**src/design/ragr_pkg.sv**
```systemverilog
// ----------------------------------------------------------------------------
// ragr_pkg
// Shared types, constants and state codes for the rational ALU.
// ----------------------------------------------------------------------------
package ragr_pkg;

    localparam int OPERAND_BITS_DEF = 31;
    localparam int OPND_W = 31;
    localparam int RES_W  = 63;
    localparam int WIDE_W = 64;

    typedef enum logic [1:0] {
        OP_ADD = 2'd0,
        OP_SUB = 2'd1,
        OP_MUL = 2'd2,
        OP_DIV = 2'd3
    } op_t;

    typedef struct packed {
        logic [1:0]        operation;
        logic              a_negative;
        logic [OPND_W-1:0] a_numerator;
        logic [OPND_W-1:0] a_denominator;
        logic              b_negative;
        logic [OPND_W-1:0] b_numerator;
        logic [OPND_W-1:0] b_denominator;
    } in_beat_t;

    typedef struct packed {
        logic             result_negative;
        logic [RES_W-1:0] result_numerator;
        logic [RES_W-1:0] result_denominator;
        logic             status;
    } out_beat_t;

    typedef enum logic [3:0] {
        ST_IDLE,
        ST_MUL,
        ST_COMB,
        ST_GSHIFT,
        ST_GODD,
        ST_GSUB,
        ST_DIVSET,
        ST_DIV,
        ST_DONE
    } state_t;

    // controller -> datapath
    typedef struct packed {
        logic load;
        logic mul;
        logic comb;
        logic gshift;
        logic godd;
        logic gsub;
        logic divset;
        logic divstep;
    } dp_cmd_t;

    // datapath -> controller
    typedef struct packed {
        logic err;
        logic zero;
        logic both_even;
        logic odd_done;
        logic equal;
        logic div_last;
    } dp_sts_t;

endpackage

```
**src/design/ragr_ctrl.sv**
```systemverilog
// ----------------------------------------------------------------------------
// ragr_ctrl
// Sequencer: multiply, combine, GCD loop, two divisions, output hold.
// ----------------------------------------------------------------------------
module ragr_ctrl (
    input  logic              clk,
    input  logic              rst_n,
    input  logic              in_valid,
    output logic              in_stall,
    output logic              out_valid,
    input  logic              out_stall,
    input  ragr_pkg::dp_sts_t sts,
    output ragr_pkg::dp_cmd_t cmd
);
    import ragr_pkg::*;

    state_t state_reg, state_next;

    always_ff @(posedge clk or negedge rst_n)
    begin
        if (!rst_n)
            state_reg <= ST_IDLE;
        else
            state_reg <= state_next;
    end

    always_comb
    begin
        state_next = state_reg;
        cmd        = '0;
        in_stall   = 1'b1;
        out_valid  = 1'b0;
        unique case (state_reg)
            ST_IDLE:
            begin
                in_stall = 1'b0;
                if (in_valid)
                begin
                    cmd.load   = 1'b1;
                    state_next = ST_MUL;
                end
            end
            ST_MUL:
            begin
                if (sts.err)
                    state_next = ST_DONE;
                else
                begin
                    cmd.mul    = 1'b1;
                    state_next = ST_COMB;
                end
            end
            ST_COMB:
            begin
                cmd.comb   = 1'b1;
                state_next = ST_GSHIFT;
            end
            ST_GSHIFT:
            begin
                if (sts.zero)
                    state_next = ST_DONE;
                else if (sts.both_even)
                    cmd.gshift = 1'b1;
                else
                    state_next = ST_GODD;
            end
            ST_GODD:
            begin
                if (!sts.odd_done)
                    cmd.godd = 1'b1;
                else if (sts.equal)
                    state_next = ST_DIVSET;
                else
                    state_next = ST_GSUB;
            end
            ST_GSUB:
            begin
                cmd.gsub   = 1'b1;
                state_next = ST_GODD;
            end
            ST_DIVSET:
            begin
                cmd.divset = 1'b1;
                state_next = ST_DIV;
            end
            ST_DIV:
            begin
                cmd.divstep = 1'b1;
                if (sts.div_last)
                    state_next = ST_DONE;
            end
            ST_DONE:
            begin
                out_valid = 1'b1;
                if (!out_stall)
                    state_next = ST_IDLE;
            end
            default: state_next = ST_IDLE;
        endcase
    end

endmodule

```
**config.mk**
```make
export PLATFORM = sky130hd
export DESIGN_NAME = ragr_ctrl
export DESIGN_NICKNAME = d
export VERILOG_FILES = /design/src/design/ragr_pkg.sv /design/src/design/ragr_ctrl.sv
export SDC_FILE = /design/constraint.sdc
export NUM_CORES = 1
export LEC_CHECK = 0
export ABC_AREA = 1
export BUFFER_PORTS_ARGS = -buffer_cell sky130_fd_sc_hd__buf_2
export CORE_AREA = 4 4 41 43
export DETAILED_ROUTE_END_ITERATION = 8
export DIE_AREA = 0 0 45 47
export PLACE_DENSITY_LB_ADDON = 0.12
export SYNTH_ARGS = -nofsm -noshare
export SYNTH_HDL_FRONTEND = slang
export SYNTH_SLANG_ARGS = --single-unit
```
**constraint.sdc**
```tcl
create_clock -name clk -period 1.5 [get_ports clk]
set_input_delay 0.3 -clock clk [delete_from_list [all_inputs] [get_ports clk]]
set_output_delay 0.3 -clock clk [all_outputs]
set_load 0.01 [all_outputs]
```
==> results.sh <==
export IMPL_first_global_vias=482
export IMPL_drcViolationCount=0
export IMPL_global_route_overflow_total=0
export IMPL_worst_clock_skew_ns=0.00506
export IMPL_wl_met3_um=71
export IMPL_leakage_uw=0.000398
export IMPL_synth_yosys_seq_area_share_pct=24.9
export IMPL_cp_data_required_time_ns=1.20
export IMPL_wl_met2_um=648
export IMPL_largest_reg_flops=4
export IMPL_buffer_ports_inserted=19
export IMPL_fin_ws_ns=-0.0346
export IMPL_post_synthesis_sequential_element_count=4
export IMPL_path_max_fanout=5
export IMPL_insertion_delay_ns=0.24
export IMPL_worstSetupEndpointType="output pin"
export IMPL_design_core_area_um2=1300
export IMPL_setup_worst_path_start="state_reg[2]"
export IMPL_starting_density_pct=30.9
export IMPL_detail_route_vias_per_cell=4.60
export IMPL_synth_simple_gate_area_share_pct=59.8
export IMPL_synth_top_family_by_area="simple AND/OR/NAND/NOR gates"
export IMPL_die_w_um=45
export IMPL_critical_path_startpoint_type="flip-flop"
export IMPL_yosys_area_share_adder_pct=0
export IMPL_fraction_of_synthesized_cell_area_in_xor_and_xnor_cells_pct=0
export IMPL_grt_pass1_wl_mm=1.93
export IMPL_length_of_the_first_detailed_routing_pass_in_iterations=4
export IMPL_insertedDiodeCount=0
export IMPL_proportion_of_layout_cells_with_a_drive_suffix_above_1_pct=59.8
export IMPL_ys_types=13
export IMPL_detailedRoute_firstIterationViolations=2
export IMPL_initial_antenna_violation_count=0
export IMPL_maxSlewHeadroom_pct=87.1
export IMPL_finalHoldWorstSlack_ns=0.372
export IMPL_crit_path_largest_cell_delay_ns=0.44
export IMPL_critPathArrivalTime_ns=1.23
export IMPL_vdd_drop_max_mv=0.636
export IMPL_ys_top_cells_by_area="dfrtp_1, nand2_1, nand3_1, nor2_1, inv_1"
export IMPL_finalHoldViolations=0
export IMPL_cts_root_buf="clkbuf_4"
export IMPL_detailed_placement_wirelength_estimate_um=908
export IMPL_hp_start="out_stall"
export IMPL_fin_nets=114
export IMPL_yosysWarningCount=0
export IMPL_synth_nets=78
export IMPL_clock_transition_at_the_registers_of_the_reported_paths_ns=0.04
export IMPL_layout_min_cycle_time_ns=1.53
export IMPL_pin_count=20
export IMPL_timing_fmax_ghz=0.652
export IMPL_rr_startpoint="state_reg[2]"
export IMPL_largest_area_contributor_in_the_synthesized_netlist="dfrtp_1"
export IMPL_cts_buffers_inserted=3
export IMPL_synth_top_cell_area_share_pct=24.9
export IMPL_wirelength_met1_um=560
export IMPL_die_y_um=47
export IMPL_vias=538
export IMPL_top_layer_used="met3"
export IMPL_cts_num_sinks=4
export IMPL_critical_path_top_delay_family="flip-flops"
export IMPL_routed_wl_mm=1.28
export IMPL_postSynthCellCount=68
export IMPL_share_of_cell_area_taken_by_muxes_after_synthesis_pct=0
export IMPL_worstMarginPinSlew_ns=0.193
export IMPL_cap_viol_max_count=0
export IMPL_synth_area_um2=402
export IMPL_grt_max_degree=7
export IMPL_result_of_the_run="complete, but fails checks"
export IMPL_placementRows=13
export IMPL_synth_compound_gate_area_share_pct=4.05
export IMPL_globalplace_congestion=0.739
export IMPL_wl_per_cell_um=10.9
export IMPL_worstPathBufferInverterCount=1
export IMPL_rsz_0062_raised_after_global_routing="yes"
export IMPL_tritoncts_clock_tree="done"
export IMPL_die_area_um2=2120
export IMPL_setup_violations_final=1
export IMPL_critical_path_slowest_cell="dfrtp_2"
export IMPL_cell_chain_critical_path="nor2_4 > nand3_2 > nor2_2 > buf_2"
export IMPL_layout_worst_path_cycle_share_pct=102
export IMPL_htree_num_levels=1
export IMPL_violated_checks="setup timing"
export IMPL_syn_to_final_growth_pct=72.3
export IMPL_cellPowerDensity_nw_per_um2=1450
export IMPL_cts_root_to_sink_buffers=2
export IMPL_report_final_slew_viol_count=0
export IMPL_avgSynthCellArea_um2=5.91
export IMPL_holdCritPathClass="primary input to flip-flop"
export IMPL_final_setup_tns_ns=-0.0346
export IMPL_worst_setup_path_category="flip-flop to output pin"
export IMPL_ant_nets=0
export IMPL_grtUsageTotal_pct=12.7
## repair_timing
item,in CTS,in global routing
hold endpoints to repair,4,0
gates resized for setup,8,13
hold buffers,1,0
setup endpoints to repair,5,7
buffers inserted,5,6
pin swaps,1,9
## final timing paths
check                               endpoint  slack, ns  depth (start not counted)
worst min register to register  state_reg[2]       0.68                          3
max in group asynchronous       state_reg[0]       0.97                          2
min in group asynchronous       state_reg[1]       0.40                          2
worst max register to register  state_reg[2]       0.17                         10
worst max-delay path                  cmd[6]      -0.03                          4
worst min-delay path            state_reg[3]       0.37                          3
## kinds of logic (layout without fill, tap and decap cells)
| kind of cell | Yosys count | after routing |
|---|---|---|
| AND/OR/NAND/NOR | 49 | 49 |
| flip-flops | 4 | 4 |
| AO/OA/AOI/OAI | 3 | 3 |
| buffers and inverters | 12 | 46 |
## layer usage
layer / global-route usage, % / up-vias
met5: 0 / -
met4: 1.75 / 0
met3: 4.98 / 0
met2: 21.2 / 14
met1: 15.8 / 243
li1: - / 281
## layout make-up
class                           count  area [um2]
Inverter                           12        47.5
Multi-Input combinational cell     52         294
Timing Repair Buffer               31         204
Clock buffer                        3        22.5
Fill cell                         142         609
Sequential cell                     4         105
Tap cell                           15        18.8
## tightest hold or removal path, stage by stage
cell     delay [ns]
buf_2          0.07
nand3_1        0.11
nand2_1        0.09
## power breakdown
group | leakage [uW] | switching (uW) | internal, uW
combinational | 0.000337 | 361 | 281
sequential | 0.0000468 | 75.6 | 151
clock | 0.0000138 | 44.2 | 89.5
total | 0.000398 | 481 | 522
## cells in the final DEF (no fill, tap or decap)
cell           count
buf_4             10
inv_4              1
clkbuf_4           3
dlygate4sd3_1      1
nand2_1           11
nand3_2            1
nor3_2             1
inv_2              4
o22ai_1            1
nor2_1             9
dfrtp_2            4
nand2_2            8
buf_2             17
buf_6              3
nand3_1            8
nor2_4             4
o21ai_1            2
nor2_2             4
inv_1              7
nand4_1            1
nand2_4            1
nor3_1             1
## synth_stat cells (all sizes together)
cell type / count
inv: 12
nor2: 17
nand2: 20
nand4: 1
o22ai: 1
nor3: 2
o21ai: 2
nand3: 9
dfrtp: 4
## stage by stage
stage	instances	utilization (%)	instance area, um2	total power, uW	setup WS (ns)
after floorplan	68	-	402	523	0.268
after global placement	102	39.6	515	666	0.190
after detailed placement	102	39.6	515	664	0.179
after CTS	111	46.3	603	874	0.000158
after global routing	117	53.2	692	1100	-0.0812
final	117	53.2	692	1000	-0.0346
Note: power is estimated with default switching activity, not from simulation.
